$ cat src/rtl/core/bbsl_pkg.sv
// ----------------------------------------------------------------------------
// Bark band specific loudness package
// Transaction types, queue entry type and the exp2 root table.
// ----------------------------------------------------------------------------
package bbsl_pkg;

  localparam int LIMIT_W = 11;
  localparam int SUM_W   = 42;
  localparam int BAND_W  = 5;
  localparam int LOUD_W  = 24;
  localparam logic [13:0] POW_Q16 = 14'd15073;

  localparam logic KIND_LIMIT = 1'b0;
  localparam logic KIND_BIN   = 1'b1;

  typedef struct packed {
    logic               kind;
    logic [4:0]         limit_index;
    logic [LIMIT_W-1:0] limit_bin;
    logic [31:0]        bin_value;
    logic               last_bin;
  } item_t;

  typedef struct packed {
    logic [BAND_W-1:0] band_index;
    logic [LOUD_W-1:0] loudness;
    logic              last_band;
  } result_t;

  typedef struct packed {
    logic [BAND_W-1:0] band;
    logic [SUM_W-1:0]  sum;
    logic              last_band;
  } entry_t;

  typedef logic [31:0] exp_tab_t [0:16];

  function automatic logic [63:0] isqrt64(input logic [63:0] x);
    logic [63:0] v;
    logic [63:0] r;
    logic [63:0] b;
    v = x;
    r = '0;
    b = 64'd1 << 62;
    for (int n = 0; n < 32; n++) begin
      if (v >= r + b) begin
        v = v - (r + b);
        r = (r >> 1) + b;
      end else begin
        r = r >> 1;
      end
      b = b >> 2;
    end
    return r;
  endfunction

  function automatic exp_tab_t gen_exp_tab();
    exp_tab_t t;
    logic [63:0] w;
    t[0] = '0;
    w = isqrt64(64'd1 << 61);
    t[1] = w[31:0];
    for (int k = 1; k < 16; k++) begin
      w = isqrt64({32'd0, t[k]} << 30);
      t[k+1] = w[31:0];
    end
    return t;
  endfunction

  // 2^(2^-k) in Q2.30 for k >= 1; entry 0 is zero
  localparam exp_tab_t EXP_TAB = gen_exp_tab();

endpackage

$ cat src/rtl/core/bbsl_front.sv
// ----------------------------------------------------------------------------
// Bark band specific loudness: front end
// Holds the band limit table, counts bins, accumulates and closes bands.
// ----------------------------------------------------------------------------
module bbsl_front #(
  parameter int BANDS    = 24,
  parameter int MAX_BINS = 1024
) (
  input  logic            clk,
  input  logic            rst,
  input  logic            item_valid,
  output logic            item_stall,
  input  bbsl_pkg::item_t item,
  output logic            push,
  output bbsl_pkg::entry_t push_entry,
  input  logic            full
);
  import bbsl_pkg::*;

  localparam int DEPTH = BANDS + 1;
  localparam int IDXW  = $clog2(BANDS + 1);
  localparam int CNTW  = $clog2(MAX_BINS + 1);
  localparam int CMPW  = (CNTW > LIMIT_W) ? CNTW : LIMIT_W;
  localparam logic [IDXW-1:0] BANDS_I = IDXW'(BANDS);
  localparam logic [CNTW-1:0] MAX_C   = CNTW'(MAX_BINS);

  typedef enum logic [1:0] {S_IDLE, S_HI, S_FLUSH} state_t;

  state_t             state, state_next;
  logic [IDXW-1:0]    cb, cb_next;
  logic [CNTW-1:0]    counter, counter_next;
  logic [SUM_W-1:0]   sum, sum_next;
  logic [CNTW-1:0]    k;
  logic [31:0]        val;
  logic               last;
  logic [LIMIT_W-1:0] limits [DEPTH];
  logic [LIMIT_W-1:0] rd_hi, rd_lo;
  logic [IDXW-1:0]    sel_hi, sel_lo;
  logic [SUM_W:0]     s_add;
  logic               open_band, accept;

  assign accept     = (state == S_IDLE) && item_valid;
  assign item_stall = (state != S_IDLE);
  assign open_band  = (cb < BANDS_I);
  assign s_add      = {1'b0, sum} + (SUM_W+1)'(val);

  always_comb begin
    state_next   = state;
    cb_next      = cb;
    sum_next     = sum;
    counter_next = counter;
    push         = 1'b0;
    push_entry.band      = BAND_W'(cb);
    push_entry.sum       = sum;
    push_entry.last_band = (cb == BANDS_I - 1'b1);
    unique case (state)
      S_IDLE: begin
        if (accept && item.kind == KIND_BIN) state_next = S_HI;
      end
      S_HI: begin
        if (open_band && CMPW'(k) >= CMPW'(rd_hi)) begin
          if (!full) begin
            push     = 1'b1;
            sum_next = '0;
            cb_next  = cb + 1'b1;
          end
        end else if (last) begin
          state_next = S_FLUSH;
        end else begin
          if (open_band && CMPW'(k) >= CMPW'(rd_lo))
            sum_next = s_add[SUM_W] ? '1 : s_add[SUM_W-1:0];
          if (counter < MAX_C) counter_next = counter + 1'b1;
          state_next = S_IDLE;
        end
      end
      S_FLUSH: begin
        if (open_band) begin
          if (!full) begin
            push     = 1'b1;
            sum_next = '0;
            cb_next  = cb + 1'b1;
          end
        end else begin
          cb_next      = '0;
          sum_next     = '0;
          counter_next = '0;
          state_next   = S_IDLE;
        end
      end
      default: state_next = S_IDLE;
    endcase
  end

  assign sel_lo = cb_next;
  assign sel_hi = (cb_next == BANDS_I) ? BANDS_I : cb_next + 1'b1;

  always_ff @(posedge clk) begin
    if (rst) begin
      state   <= S_IDLE;
      cb      <= '0;
      counter <= '0;
      sum     <= '0;
    end else begin
      state   <= state_next;
      cb      <= cb_next;
      counter <= counter_next;
      sum     <= sum_next;
    end
    if (accept) begin
      k    <= counter;
      val  <= item.bin_value;
      last <= item.last_bin;
    end
  end

  always_ff @(posedge clk) begin
    if (accept && item.kind == KIND_LIMIT && {1'b0, item.limit_index} <= 6'(BANDS))
      limits[IDXW'(item.limit_index)] <= item.limit_bin;
    rd_hi <= limits[sel_hi];
    rd_lo <= limits[sel_lo];
  end

endmodule

$ cat config.mk
export PLATFORM = sky130hd
export DESIGN_NAME = bbsl_front
export DESIGN_NICKNAME = d
export VERILOG_FILES = /design/src/rtl/core/bbsl_pkg.sv /design/src/rtl/core/bbsl_front.sv
export SDC_FILE = /design/constraint.sdc
export NUM_CORES = 1
export LEC_CHECK = 0
export BUFFER_PORTS_ARGS = -buffer_cell sky130_fd_sc_hd__buf_2
export CAP_MARGIN = 20
export CORE_MARGIN = 5
export CORE_UTILIZATION = 40
export CTS_CLUSTER_DIAMETER = 40
export DETAILED_ROUTE_END_ITERATION = 7
export GPL_ROUTABILITY_DRIVEN = 0
export GPL_TIMING_DRIVEN = 0
export SLEW_MARGIN = 20
export SYNTH_ARGS = -nofsm -noshare
export SYNTH_HDL_FRONTEND = slang
export SYNTH_SLANG_ARGS = --single-unit
$ cat constraint.sdc
create_clock -name clk -period 4.57 [get_ports clk]
set_input_delay 0 -clock clk [delete_from_list [all_inputs] [get_ports clk]]
set_output_delay 0 -clock clk [all_outputs]
set_load 0.01 [all_outputs]
==> metrics.txt <==
CP Max Fanout=10; Post-synth EDFFs=319; synthesis-to-finish area growth=22.8%; total design power=10700 uW; final instance area=0.0255 sq mm; Cells after Synth=2086; mapped cell area=0.0208 sq mm; worst hold path class=input port to flip-flop; via count=18200; metal1 wirelength=28600 um; crit end category=flip-flop; # DRC=0; CP required=5.07 ns; final critical-path required period=4.52 ns; total wire length=72500 um; maximum vdd drop=0.000381 V; initial antenna violation count=2; Top Layer Used=met5; CTS Root Cell=clkbuf_16; die extent in x=238 um; Synth area leader=edfxtp_1; yosys warns=0; H-tree Lvls=3; Pleak=0.00976 uW; DR WL met2=33000 um; gr usage total=0.248; fin util=0.496; most common cell after layout, fill and taps aside=nand2_1; Clock Path Buffers=3; synth unique cells=86; IO Pins=104; antenna viol nets, final=0; post-synthesis sequential area ratio=0.540; Yosys reg bits=401; synth top area cells=edfxtp_1 (46%), nand2_1 (9.3%), dfxtp_1 (7.9%), nand3_1 (6.1%), ha_1 (3.7%); skew final=0.0309 ns; First-pass DRT Iterations=7; top cell type's share of synthesized area=0.461; Synth Area per Inst=9.95 sq um; PD cells=421 mW/mm^2; crit path DAT=5.02 ns; Post-Place Worst Slack=-1.51 ns; post-synthesis net count=2202; Routed WL per cell=23.6 um; Ant. Diodes=0; first-pass GRT wire length=107000 um; Final Cycle Share=0.989; Final #Nets=2442; full die area=0.0566 sq mm; clock sinks=401; Fin Setup TNS=0 ns; dpl hpwl=50600 um; Die Y=238 um; commonest cells after routing, fill and taps aside=nand2_1 (516), edfxtp_1 (319), nand3_1 (251), buf_2 (121), a21oi_1 (94); core region area=0.0514 sq mm; Setup CP Type=flip-flop to flip-flop; Post-synth ARST share=0; FP Rows=83; vias in the first global route=17600; CTS tree=done; drt via density=5.93; Final WS setup=0.0497 ns; Worst-Margin Slew=1.14 ns; 1st-iter DRT viols=2147; Met3 Wirelength=6970 um; remaining global-route overflow=0; # Max-Cap Violations=0; # setup viols final=0; dpl cell area=0.0222 sq mm; fmax=221 MHz; Worst setup SP type=flip-flop; number of port buffers=101; Final Hold Vio Count=0; clk slew on worst S/H paths=0.06 ns; slew margin rel.=0.238; Clk Latency, worst-skew pair=0.61 ns; CTS Buf Count=75; largest net degree at the start of global routing=34; Max Slew Vio Count=0; Most used DFF post-synth=edfxtp_1; Initial Util=0.404; share of cells above drive strength 1=0.157; status=completed
cells in the mapped netlist (29+ instances only):
library cell  number
nand4_1           36
inv_1             43
mux2i_1           35
buf_2             29
clkbuf_1          78
ha_1              61
o21ai_0           51
nand3_1          252
edfxtp_1         319
dfxtp_1           82
a21o_1            37
nor2_1            76
a21oi_1           98
nand2_1          516
path summary, 6_finish.rpt:
kind         depth (start not counted)   startpoint  slack (ns)        to
max                                 16         k[8]        0.05  rd_hi[1]
min                                  5     item[49]        0.04  state[1]
max reg2reg                         16         k[8]        0.05  rd_hi[1]
min reg2reg                          0  counter[10]        0.47     k[10]
final cells by class:
cell class,count,area (sq um)
flip-flops and latches,401,11200
clock inverters,52,482
fillers,4655,25900
clock buffers,88,2020
multi-input cells,1513,8990
inverters,45,185
plain buffers,118,579
well taps,680,851
repair buffers,172,1180
state kept, by name, summed over array words and instances, names as in the netlist:
register  cells
counter      11
cb            5
rd_hi        11
limits      275
k            11
last          1
val          32
rd_lo        11
state         2
sum          42
metrics by stage:
stage          instances  hold WS, ns
4_1_cts             3065      0.00298
3_5_place_dp        2871        0.178
2_1_floorplan       2086       0.0989
6_report            3069       0.0395
5_1_grt             3069       0.0512
3_3_place_gp        2867        0.177
worst max-delay path, cell delays in order (launching register included):
cell and delay (ns):
edfxtp_1 0.43, ha_1 0.35, a21oi_1 0.20, o21a_2 0.20, o21a_1 0.18, nand2_1 0.12, a311oi_4 0.38, bufinv_8 0.25
buf_4 0.19, ha_1 0.19, and4b_4 0.21, a21oi_2 0.35, clkbuf_1 0.56, nand2_1 0.11, nand3_1 0.14, nand4_1 0.29
nand4_1 0.26
logic make-up (layout without fill, tap and decap cells):
group                      count (synthesis)  count (layout)  synth area share
AOI/OAI and AO/OA                        366             366             0.123
xor gates and xnor gates                  38              38            0.0160
adders and majority gates                 62              62            0.0377
buffers and inverters                    172             475            0.0347
DFF                                      401             401             0.540
muxes                                     53              53            0.0331
and+or+nand+nor                          994             994             0.215
per-layer routing:
| metal | vias to the layer above | global-route usage |
|---|---|---|
| met2 | 1082 | 0.393 |
| li1 | 8151 | - |
| met4 | 2 | 0.118 |
| met1 | 8698 | 0.327 |
| met3 | 255 | 0.0520 |
| met5 | - | 0 |
report_power, final:
group	total (uW)	switching (uW)	internal, uW	leakage, uW
clock network	5450	2010	3440	0.00123
logic	1180	743	432	0.00496
registers	4120	75.1	4040	0.00358
repair_timing:
item / CTS / global route
hold buffers: 52 / 0
setup buffers: 8 / 7
setup endpoints to repair: 11 / 22
pin swaps: 5 / 6
endpoints found under the hold margin: 299 / 0
gates cloned: 0 / 0
gates resized for setup: 41 / 23
Note: power is estimated with default switching activity, not from simulation.
