`config.mk`:
```
export PLATFORM = sky130hd
export DESIGN_NAME = bbsl_queue
export DESIGN_NICKNAME = d
export VERILOG_FILES = /design/src/rtl/core/bbsl_pkg.sv /design/src/rtl/core/bbsl_queue.sv
export SDC_FILE = /design/constraint.sdc
export NUM_CORES = 1
export LEC_CHECK = 0
export ABC_CLOCK_PERIOD_IN_PS = 2660
export BUFFER_PORTS_ARGS = -buffer_cell sky130_fd_sc_hd__buf_4
export CAP_MARGIN = 15
export CORE_MARGIN = 3
export CORE_UTILIZATION = 47
export CTS_CLUSTER_SIZE = 30
export DETAILED_ROUTE_END_ITERATION = 12
export PLACE_DENSITY = 0.77
export RECOVER_POWER = 50
export SKIP_LAST_GASP = 1
export SYNTH_ARGS = -nofsm -noshare
export SYNTH_HDL_FRONTEND = slang
export SYNTH_SLANG_ARGS = --single-unit
```
`constraint.sdc`:
```
create_clock -name clk -period 2.66 [get_ports clk]
set_input_delay 0.133 -clock clk [delete_from_list [all_inputs] [get_ports clk]]
set_output_delay 0.133 -clock clk [all_outputs]
set_load 0.005 [all_outputs]
```
`src/rtl/core/bbsl_pkg.sv`:
```
// ----------------------------------------------------------------------------
// Bark band specific loudness package
// Transaction types, queue entry type and the exp2 root table.
// ----------------------------------------------------------------------------
package bbsl_pkg;

  localparam int LIMIT_W = 11;
  localparam int SUM_W   = 42;
  localparam int BAND_W  = 5;
  localparam int LOUD_W  = 24;
  localparam logic [13:0] POW_Q16 = 14'd15073;

  localparam logic KIND_LIMIT = 1'b0;
  localparam logic KIND_BIN   = 1'b1;

  typedef struct packed {
    logic               kind;
    logic [4:0]         limit_index;
    logic [LIMIT_W-1:0] limit_bin;
    logic [31:0]        bin_value;
    logic               last_bin;
  } item_t;

  typedef struct packed {
    logic [BAND_W-1:0] band_index;
    logic [LOUD_W-1:0] loudness;
    logic              last_band;
  } result_t;

  typedef struct packed {
    logic [BAND_W-1:0] band;
    logic [SUM_W-1:0]  sum;
    logic              last_band;
  } entry_t;

  typedef logic [31:0] exp_tab_t [0:16];

  function automatic logic [63:0] isqrt64(input logic [63:0] x);
    logic [63:0] v;
    logic [63:0] r;
    logic [63:0] b;
    v = x;
    r = '0;
    b = 64'd1 << 62;
    for (int n = 0; n < 32; n++) begin
      if (v >= r + b) begin
        v = v - (r + b);
        r = (r >> 1) + b;
      end else begin
        r = r >> 1;
      end
      b = b >> 2;
    end
    return r;
  endfunction

  function automatic exp_tab_t gen_exp_tab();
    exp_tab_t t;
    logic [63:0] w;
    t[0] = '0;
    w = isqrt64(64'd1 << 61);
    t[1] = w[31:0];
    for (int k = 1; k < 16; k++) begin
      w = isqrt64({32'd0, t[k]} << 30);
      t[k+1] = w[31:0];
    end
    return t;
  endfunction

  // 2^(2^-k) in Q2.30 for k >= 1; entry 0 is zero
  localparam exp_tab_t EXP_TAB = gen_exp_tab();

endpackage

```
`src/rtl/core/bbsl_queue.sv`:
```
// ----------------------------------------------------------------------------
// Bark band specific loudness: band queue
// Two-entry queue of closed bands between front and back end.
// ----------------------------------------------------------------------------
module bbsl_queue (
  input  logic             clk,
  input  logic             rst,
  input  logic             push,
  input  bbsl_pkg::entry_t push_entry,
  output logic             full,
  input  logic             pop,
  output bbsl_pkg::entry_t pop_entry,
  output logic             empty
);
  import bbsl_pkg::*;

  entry_t     slots [2];
  logic       wr_ptr, rd_ptr;
  logic [1:0] count;

  assign full      = (count == 2'd2);
  assign empty     = (count == 2'd0);
  assign pop_entry = slots[rd_ptr];

  always_ff @(posedge clk) begin
    if (rst) begin
      wr_ptr <= 1'b0;
      rd_ptr <= 1'b0;
      count  <= '0;
    end else begin
      if (push) wr_ptr <= ~wr_ptr;
      if (pop) rd_ptr <= ~rd_ptr;
      count <= count + {1'b0, push} - {1'b0, pop};
    end
    if (push) slots[wr_ptr] <= push_entry;
  end

endmodule

```
==> results of run 1 <==
==> how the worst min path moves through the flow <==
stage,slack (ps),from,end
after floorplan,200,rst,count[0]$_SDFF_PP0_
after global placement,320,push_entry[25],slots[1][25]$_DFFE_PP_
after detailed placement,320,push_entry[19],slots[0][19]$_DFFE_PP_
after CTS,40,pop,rd_ptr$_SDFFE_PP0P_
after global routing,50,push,wr_ptr$_SDFFE_PP0P_
final,50,push,wr_ptr$_SDFFE_PP0P_
==> placed cells by master, fill, tap and decap left out <==
master / n
buf_1: 1
nor2b_1: 2
buf_4: 52
bufinv_16: 2
xnor3_1: 1
inv_6: 1
clkbuf_8: 9
dfxtp_2: 1
edfxtp_1: 96
and2_2: 1
clkbuf_4: 36
inv_1: 2
mux2_2: 28
clkbuf_1: 13
ha_1: 2
buf_12: 3
clkinvlp_4: 1
dfxtp_1: 4
clkinv_2: 2
mux2_4: 20
dlygate4sd3_1: 49
nor2_1: 5
xnor2_1: 2
nor2b_2: 1
==> state kept, by name, indices dropped and copies added, names as in the netlist, named ones only <==
register	flops
slots	96
count	2
rd_ptr	1
wr_ptr	1
==> per-layer routing <==
metal / global-route usage / up-vias / wire, um
met1: 0.2047 / 1001 / 2948
met4: 0.04739 / 0 / 80
met2: 0.2840 / 76 / 3639
met3: 0.04736 / 7 / 469
li1: - / 977 / -
met5: 0 / - / 0
==> worst register-to-register path, delay by kind of cell, from the launching register on <==
family,cells,cell delay (ps)
AND/OR/NAND/NOR,1,950
flip-flops,1,350
buffers and inverters,1,300
==> timing repair <==
| action | 4_1_cts | 5_1_grt |
|---|---|---|
| hold buffers | 49 | 0 |
| buffers inserted | 0 | 0 |
| endpoints found under the hold margin | 101 | 0 |
==> power by group through the flow <==
stage	combinational [uW]	sequential, uW	clock [uW]
after floorplan	231	1910	0
after global placement	465	1920	0
after detailed placement	475	1930	0
after CTS	534	1890	1030
after global routing	561	1900	1100
final	517	1890	1010
==> through the flow <==
step	instances	hold slack [ps]
after detailed placement	369	321.9
after CTS	433	41.32
final	433	47.87
after global placement	369	318.0
after global routing	433	50.50
after floorplan	170	204.6
==> cell type report <==
class | count | area (um2) | share of cell area
clock inverters | 6 | 86.33 | 0.01624
inverters | 2 | 7.507 | 0.001412
clock buffers | 9 | 123.9 | 0.02329
flip-flops and latches | 101 | 2984 | 0.5612
well taps | 99 | 123.9 | 0.02329
multi-input cells | 62 | 728.2 | 0.1369
repair buffers | 154 | 1264 | 0.2376
==> kinds of logic after synthesis <==
family	Yosys count	share of synthesized area
fa+ha+maj	2	0.006657
xor+xnor	3	0.01065
buf+inv	7	0.01365
flops	101	0.7936
mux	48	0.1638
simple gates	9	0.01165
==> results.tsv, run 1 <==
metric	value	unit
Tcrit/Tclk final	0.7158	
Layout area overhead	41.48	%
Final GP Congestion	0.7450	
First-pass DRT Iterations	4	
port buffer count	101	
synth warn	0	
Post-DP HPWL	4473	um
CP cell instances	nor2b_2, buf_12	
total CTS buffers	9	
EDFF count, synth	96	
Initial DRC Count	156	
DRC viols	0	
RR Startpoint	wr_ptr$_SDFFE_PP0P_	
CP Depth	2	
initial antenna violation count	0	
largest net degree at the start of global routing	28	
Routed Antenna Nets	0	
max_cap viols	0	
post-route cell area	5318	um2
diodes inserted	0	
post-DR wirelength/cell	16.48	um
Setup-failing EPs final	0	
Worst Path Required	2710	ps
Synth Instances	170	
core area	7486	um2
clk_skew	6.946	ps
fmax	0.5252	GHz
largest cells by area after synthesis	edfxtp_1 (77%), mux2_2 (8.4%), mux2_4 (8.0%), dfxtp_1 (2.7%), buf_6 (0.90%)	
CTS tree	yes	
first-pass GRT wire length	11090	um
CP arrival	1950	ps
post-synthesis sequential area ratio	0.7936	
Flop pwr share	0.553	
clock sink count	101	
Relative slew margins	0.1769	
Worst-Margin Slew	1229	ps
total power	3418	uW
library cells used by synthesis	13	
Final Hold Viols	0	
layout cells sized above 1	0.4701	
die area	9106	um2
max incr delay on CP	950	ps
final core utilization	0.7103	
startpoint types	flop	
crit-path max FO	27	
mapped cell area	3759	um2
Clk pin slew, worst setup/hold paths	80	ps
fin. max-slew vios	0	
die height	95.43	um
CP Capture Type	flop	
Synth area leader	edfxtp_1	
cell row count	31	
sw frac	0.2095	
root cell of the clock tree	clkbuf_8	
Post-synth top cells	edfxtp_1 (96), mux2_2 (28), mux2_4 (20)	
Worst Setup Slack, final	756.0	ps
Reg2Reg Depth	2	
# resized after CTS	0	
family with the most delay on the worst path	simple AND/OR/NAND/NOR gates	
WS Path Type	reg2reg	
Global Route Usage Sum	0.1653	
Comb pwr share	0.151	
pre-CTS setup slack	1107	ps
pwr dens	642.7	nW/um2
Layout fillers	467	
clock latency at the later pin of the worst-skew pair	350	ps
number of global-route vias before repair	2255	
R2R setup slack	760	ps
R2R Path End	slots[0][23]$_DFFE_PP_	
post-route setup TNS	0	ps
WL final	7138	um
Psw	715.8	uW
unrepaired setup endpoints after global routing	no	
Clk pwr share	0.296	
die width	95.43	um
Final #Nets	384	
routed vias	2061	
asr flop ratio synth	0	
CP Launch Point	wr_ptr$_SDFFE_PP0P_	
P_int	2702	uW
Pleak	0.002027	uW
Synth Net Count	224	
Worst Path Buf+Inv	1	
Crit-path slowest cell	nor2b_2	
Via-to-Cell Ratio	4.760	
Peak supply drop	567.7	uV
crit path to	slots[0][23]$_DFFE_PP_	
Worst Hold Path Cells	3	
grt total ovfl	0	
status	completed	
Yosys top cell area share	0.7670	
prevailing post-synth register cell	edfxtp_1	
Seq cells post-synth	101	
most instantiated library cell after synthesis	edfxtp_1	
H-tree lvl count	3	
Hold WC Path Type	in2reg	
Bufs on Longest Clock Path	2	
# IOs	102	
Initial Utilization	0.5021	
placed inst area	4674	um2
Mean Syn Cell Area	22.11	um2
crit path time final	1904	ps
Note: power is estimated with default switching activity, not from simulation.
==> run 2: changes to the inputs <==
--- a/config.mk
+++ b/config.mk
@@ -5,7 +5,8 @@
 export SDC_FILE = /design/constraint.sdc
 export NUM_CORES = 1
 export LEC_CHECK = 0
-export ABC_CLOCK_PERIOD_IN_PS = 2660
+export ABC_AREA = 1
+export ABC_CLOCK_PERIOD_IN_PS = 1550
 export BUFFER_PORTS_ARGS = -buffer_cell sky130_fd_sc_hd__buf_4
 export CAP_MARGIN = 15
 export CORE_MARGIN = 3
==> constraint.sdc (replaced) <==
create_clock -name clk -period 1.55 [get_ports clk]
set_input_delay 0.0775 -clock clk [delete_from_list [all_inputs] [get_ports clk]]
set_output_delay 0.0775 -clock clk [all_outputs]
set_load 0.005 [all_outputs]
==> run 2 against run 1 <==
  * Die area grew 0.19%
  * Clock power increased by 61%
  * Hold slack worse by 16 ps
  * Register-to-register slack got worse by 510 ps
  * Total power increased by 66%
  * Clock skew decreased by 2.5 ps
  * Cell count is 4.4% higher
  * Routed wire length decreased by 6.7%
  * Critical endpoint is now pop_entry[36]
  * Synthesized cell count rose by 5.9%
  * Highest routed layer unchanged
  * Design area increased by 2.3%
==> results.tsv, run 2 <==
metric	value	unit	change
Yosys top cell area share	0.7654		-0.001529
Final #Nets	399		+3.9%
clock sink count	101		unchanged
diodes inserted	0		unchanged
Global Route Usage Sum	0.1508		-0.01455
status	completed		
first-pass GRT wire length	10340	um	-6.8%
core area	7767	um2	+3.8%
initial antenna violation count	0		unchanged
grt total ovfl	0		unchanged
WS Path Type	reg2out		
Worst-Margin Slew	479.0	ps	-750.0 ps
pre-CTS setup slack	269.4	ps	-837.2 ps
root cell of the clock tree	clkbuf_8		
postcts setup bufs	0		unchanged
mapped cell area	3766	um2	+0.20%
Setup-failing EPs final	0		unchanged
pwr dens	1045	nW/um2	+63%
Mean Syn Cell Area	20.92	um2	-5.4%
Peak supply drop	607.6	uV	+7.0%
H-tree lvl count	3		unchanged
routed vias	2099		+1.8%
Worst Path Required	1470	ps	-1240 ps
First-pass DRT Iterations	6		+2
cell row count	32		+3.2%
Routed Antenna Nets	0		unchanged
EDFF count, synth	96		unchanged
Initial DRC Count	55		-65%
Hold Slack	31.50	ps	-16.37 ps
wire length on met2	3581	um	-1.6%
Final Hold Viols	0		unchanged
Largest regs	slots x96, count x2		
fmax	0.6645	GHz	
Clk pin slew, worst setup/hold paths	90	ps	about the same
asr flop ratio synth	0		unchanged
total CTS buffers	9		unchanged
# IOs	102		unchanged
Met3 Wirelength	340	um	-28%
layout cells sized above 1	0.4829		+0.01280
largest net degree at the start of global routing	33		+18%
Final GP Congestion	0.6275		-16%
Layout area overhead	44.45	%	
crit path time final	1505	ps	
port buffer count	101		unchanged
Hold WC Path Type	in2reg		
crit-path max FO	16		-41%
most instantiated library cell after synthesis	edfxtp_1		
M1 WL	2683	um	-9.0%
prevailing post-synth register cell	edfxtp_1		
Worst Setup Slack, final	45.21	ps	-710.8 ps
Tcrit/Tclk final	0.9708		
WL final	6657	um	-6.7%
Synth Net Count	234		+4.5%
post-DR wirelength/cell	14.73	um	-11%
largest cells by area after synthesis	edfxtp_1 (77%), mux2_2 (8.4%), mux2_4 (8.0%), dfxtp_1 (2.7%), buf_6 (0.90%)		
CTS tree	yes		
fin. max-slew vios	0		unchanged
Seq cells post-synth	101		unchanged
clock latency at the later pin of the worst-skew pair	350	ps	about the same
Largest Register	slots		
CP Capture Type	output pin		
Top Layer Used	met4		
Layout fillers	496		+6.2%
die height	95.52	um	about the same
max_cap viols	0		unchanged
die area	9123	um2	+0.19%
commonest non-fill, non-tap cells in the layout	edfxtp_1 (96), buf_4 (53), dlygate4sd3_1 (50)		
number of global-route vias before repair	2203		-2.3%
startpoint types	flop		
Synth area leader	edfxtp_1		
die width	95.52	um	about the same
clk_skew	4.425	ps	-2.521 ps
Relative slew margins	0.6807		+0.5037
Largest register FFs	96		unchanged
synth warn	0		unchanged
Pleak	0.002103	uW	+3.7%
Bufs on Longest Clock Path	2		unchanged
unrepaired setup endpoints after global routing	yes		
Post-synth top cells	edfxtp_1 (96), mux2_2 (28), mux2_4 (20)		
CP arrival	1430	ps	-520 ps
Via-to-Cell Ratio	4.644		-2.4%
Initial Utilization	0.4849		-0.01723
DRC viols	0		unchanged
Post-DP HPWL	4116	um	-8.0%
final core utilization	0.7004		-0.009959
post-synthesis sequential area ratio	0.7920		-0.001582
library cells used by synthesis	14		+1
Synth Instances	180		+5.9%
commonest non-fill, non-tap cell in the layout	edfxtp_1		
==> run 2: changes by cell type after synthesis, sizes merged <==
cell	delta
inv	+6
nand2	+4
nor2	+3
nor2b	-3
a21oi	+1
and2	-1
nand3	+1
nor3	+1
xnor2	-1
xnor3	-1
==> run 2: logic make-up (layout without fill, tap and decap cells) <==
kind of cell    after synthesis  in the layout  share of synthesized area
xor+xnor                      1              1                   0.002326
simple gates                 14             14                    0.01461
buf+inv                      13            183                    0.01960
fa+ha+maj                     2              2                   0.006643
compound gates                1              1                   0.001328
mux                          48             48                     0.1635
flops                       101            101                     0.7920
==> run 2: worst paths after layout <==
path                            start                   to  slack [ps]  cells after the start
setup / recovery                 flop        pop_entry[36]          50                      3
hold / removal                   push  wr_ptr$_SDFFE_PP0P_          30                      3
setup reg to reg  count[0]$_SDFF_PP0_  count[1]$_SDFF_PP0_         250                      9
hold reg to reg   rd_ptr$_SDFFE_PP0P_  rd_ptr$_SDFFE_PP0P_         530                      2
==> run 2: timing repair <==
action	CTS	global route
endpoints found under the hold margin	101	0
resized for setup	0	4
gates cloned	0	1
hold buffers	50	0
pin swaps	0	0
setup endpoints to repair	28	44
==> run 2: power breakdown <==
group | switching (uW) | internal [uW]
Sequential | 45.0 | 3150
Clock | 872 | 755
Combinational | 319 | 544
==> run 2: critical path, stage by stage, from the launching register on <==
cell and delay [ps]:
dfxtp_4 410, clkbuf_16 210, mux2_4 310, buf_4 140
==> run 2: layer usage <==
metal  vias up  track usage
li1       1012            -
met1      1016       0.1775
met2        65       0.2671
met3         6      0.04341
met4         0      0.04621
met5         -            0
==> run 2: metrics by stage <==
step	std cells	power, uW	instance area (um2)	setup TNS, ps
after floorplan	180	3608	3777	0
after global placement	385	4004	4736	0
after detailed placement	385	4025	4736	0
after CTS	451	5738	5435	-468.7
after global routing	452	5930	5440	-163.5
final	452	5687	5440	0
==> run 2: final cells by class <==
cell class                 count  area [um2]  share of cell area
clock buffer                   9       123.9             0.02277
clock inverter                 7       75.07             0.01380
inverter                       8       33.78            0.006210
multi-input combinational     66       716.9              0.1318
sequential                   101        2987              0.5490
tap                          102       127.6             0.02346
timing repair buffer         159        1376              0.2530
==> run 3: changes to the inputs <==
--- a/config.mk
+++ b/config.mk
@@ -13,7 +13,7 @@
 export CORE_UTILIZATION = 47
 export CTS_CLUSTER_SIZE = 30
 export DETAILED_ROUTE_END_ITERATION = 12
-export PLACE_DENSITY = 0.77
+export PLACE_DENSITY = 0.76
 export RECOVER_POWER = 50
 export SKIP_LAST_GASP = 1
 export SYNTH_ARGS = -nofsm -noshare
==> run 3 against run 2 <==
  * Critical path depth stayed put
  * Count of clock-buffer cells in the layout is 1 higher
  * Routed wire length is 4.7% higher
  * Die area stayed put
  * Register-to-register slack worse by 140 ps
  * Total power is 7.4% higher
  * Via count is 1.2% higher
  * Utilization is 0.14 points lower
  * Design area is 0.21% lower
  * Combinational power is 2% lower
  * Flip-flop and latch count stayed put
  * Clock skew is 0.50 ps higher
  * Critical endpoint is now pop_entry[1]
  * Largest cell class unchanged
==> results.tsv, run 3 (synthesized netlist as in run 2, its figures left out) <==
metric	value	unit	change
status	completed		
First-pass DRT Iterations	4		-2
met1 Use GR	0.1763		-0.001219
Final Hold Viols	0		unchanged
startpoint types	flop		
Clk pin slew, worst setup/hold paths	90	ps	about the same
pwr dens	1125	nW/um2	+7.6%
Tcrit/Tclk final	0.9853		+0.01450
clock latency at the later pin of the worst-skew pair	340	ps	about the same
die area	9123	um2	unchanged
R2R setup slack	110	ps	-140 ps
grt total ovfl	0		unchanged
crit-path max FO	23		+7
WS Path Type	reg2out		
# resized after CTS	0		unchanged
grt met2 use	0.2875		+0.02041
max_cap viols	0		unchanged
die height	95.52	um	unchanged
Via-to-Cell Ratio	4.720		+1.6%
Relative slew margins	0.4986		-0.1820
CTS tree	yes		
Initial Utilization	0.4849		unchanged
fmax	0.6548	GHz	-1.5%
post-route setup TNS	0	ps	unchanged
Largest Register	slots		
CP Capture Type	output pin		
Routed Antenna Nets	0		unchanged
Initial DRC Count	53		-3.6%
crit path time final	1527	ps	+22.48 ps
Worst-Margin Slew	752.0	ps	+273.0 ps
Largest regs	slots x96, count x2		
root cell of the clock tree	clkbuf_8		
Worst Path Required	1470	ps	about the same
clk_skew	4.930	ps	+0.5048 ps
routed vias	2124		+1.2%
largest net degree at the start of global routing	29		-12%
unrepaired setup endpoints after global routing	yes		
fin. max-slew vios	0		unchanged
Worst Setup Slack, final	22.72	ps	-22.48 ps
Layout fillers	510		+2.8%
clock sink count	101		unchanged
Final GP Congestion	0.6648		+5.9%
Final #Nets	397		-0.50%
commonest non-fill, non-tap cells in the layout	edfxtp_1 (96), buf_4 (54), dlygate4sd3_1 (50)		
diodes inserted	0		unchanged
busiest grt layer	met2		
total CTS buffers	9		unchanged
Hold WC Path Type	in2reg		
core area	7767	um2	unchanged
Largest register FFs	96		unchanged
# IOs	102		unchanged
pre-CTS setup slack	269.0	ps	-0.4180 ps
met3 GRT Util	0.03710		-0.006314
Post-DP HPWL	4331	um	+5.2%
commonest non-fill, non-tap cell in the layout	edfxtp_1		
total power	6106	uW	+7.4%
layout cells sized above 1	0.4713		-0.01159
CP arrival	1450	ps	+20 ps
first-pass GRT wire length	10510	um	+1.7%
port buffer count	101		unchanged
DRC viols	0		unchanged
Placed Instances	384		-0.26%
cell row count	32		unchanged
postcts setup bufs	0		unchanged
Layout area overhead	44.15	%	
H-tree lvl count	3		unchanged
post-DR wirelength/cell	15.49	um	+5.2%
Bufs on Longest Clock Path	2		unchanged
Pleak	0.002101	uW	about the same
WL final	6972	um	+4.7%
Global Route Usage Sum	0.1560		+0.005212
final core utilization	0.6989		-0.001450
initial antenna violation count	0		unchanged
die width	95.52	um	unchanged
number of global-route vias before repair	2225		+1.0%
Peak supply drop	772.6	uV	+27%
Layout Cells excl Fill	450		-0.44%
Setup-failing EPs final	0		unchanged
## run 3: cell types whose count changed in the layout (fill, tap and decap cells not counted), moves of 2 or more
cell / before / now
clkbuf_1: 6 / 10
clkinv_4: 2 / 0
clkbuf_4: 44 / 40
bufinv_16: 1 / 4
buf_12: 5 / 3
## run 3: layer usage
metal / up-vias / wire (um)
met1: 1044 / 2732
met4: 0 / 28
li1: 1013 / -
met5: - / 0
met3: 4 / 347
met2: 63 / 3863
## run 3: area by class of cell
| cell class | instances | area [um2] | area share |
|---|---|---|---|
| Clock buffer | 10 | 127.6 | 0.02351 |
| Sequential cell | 101 | 2984 | 0.5497 |
| Multi-Input combinational cell | 66 | 716.9 | 0.1321 |
| Tap cell | 102 | 127.6 | 0.02351 |
| Timing Repair Buffer | 157 | 1305 | 0.2404 |
| Clock inverter | 6 | 133.9 | 0.02466 |
| Inverter | 8 | 33.78 | 0.006223 |
## run 3: per-stage QoR
step / hold WS (ps) / area [um2]
floorplan: 148.7 / 3777
global placement: 262.9 / 4716
detailed placement: 265.1 / 4716
CTS: 21.75 / 5478
global route: 46.29 / 5429
finish: 36.21 / 5429
## run 3: critical path, cell delays in order (launching register included)
cell and delay, ps:
dfxtp_2 390, buf_12 210, mux2_2 370, buf_4 140
## run 3: power breakdown
part,total (uW),internal (uW),switching [uW]
logic,844,521,323
clock network,2070,1240,827
registers,3200,3150,43.1
total,6110,4910,1190
## run 3: worst paths after layout
path,from,to,depth (start not counted)
max,flop,pop_entry[1],3
min,push,wr_ptr$_SDFFE_PP0P_,3
max reg2reg,wr_ptr$_SDFFE_PP0P_,slots[0][28]$_DFFE_PP_,2
min reg2reg,rd_ptr$_SDFFE_PP0P_,flop,2
## run 3: what timing repair did
item,4_1_cts,5_1_grt
hold buffers,50,0
endpoints found under the setup margin,1,26
endpoints found under the hold margin,101,0
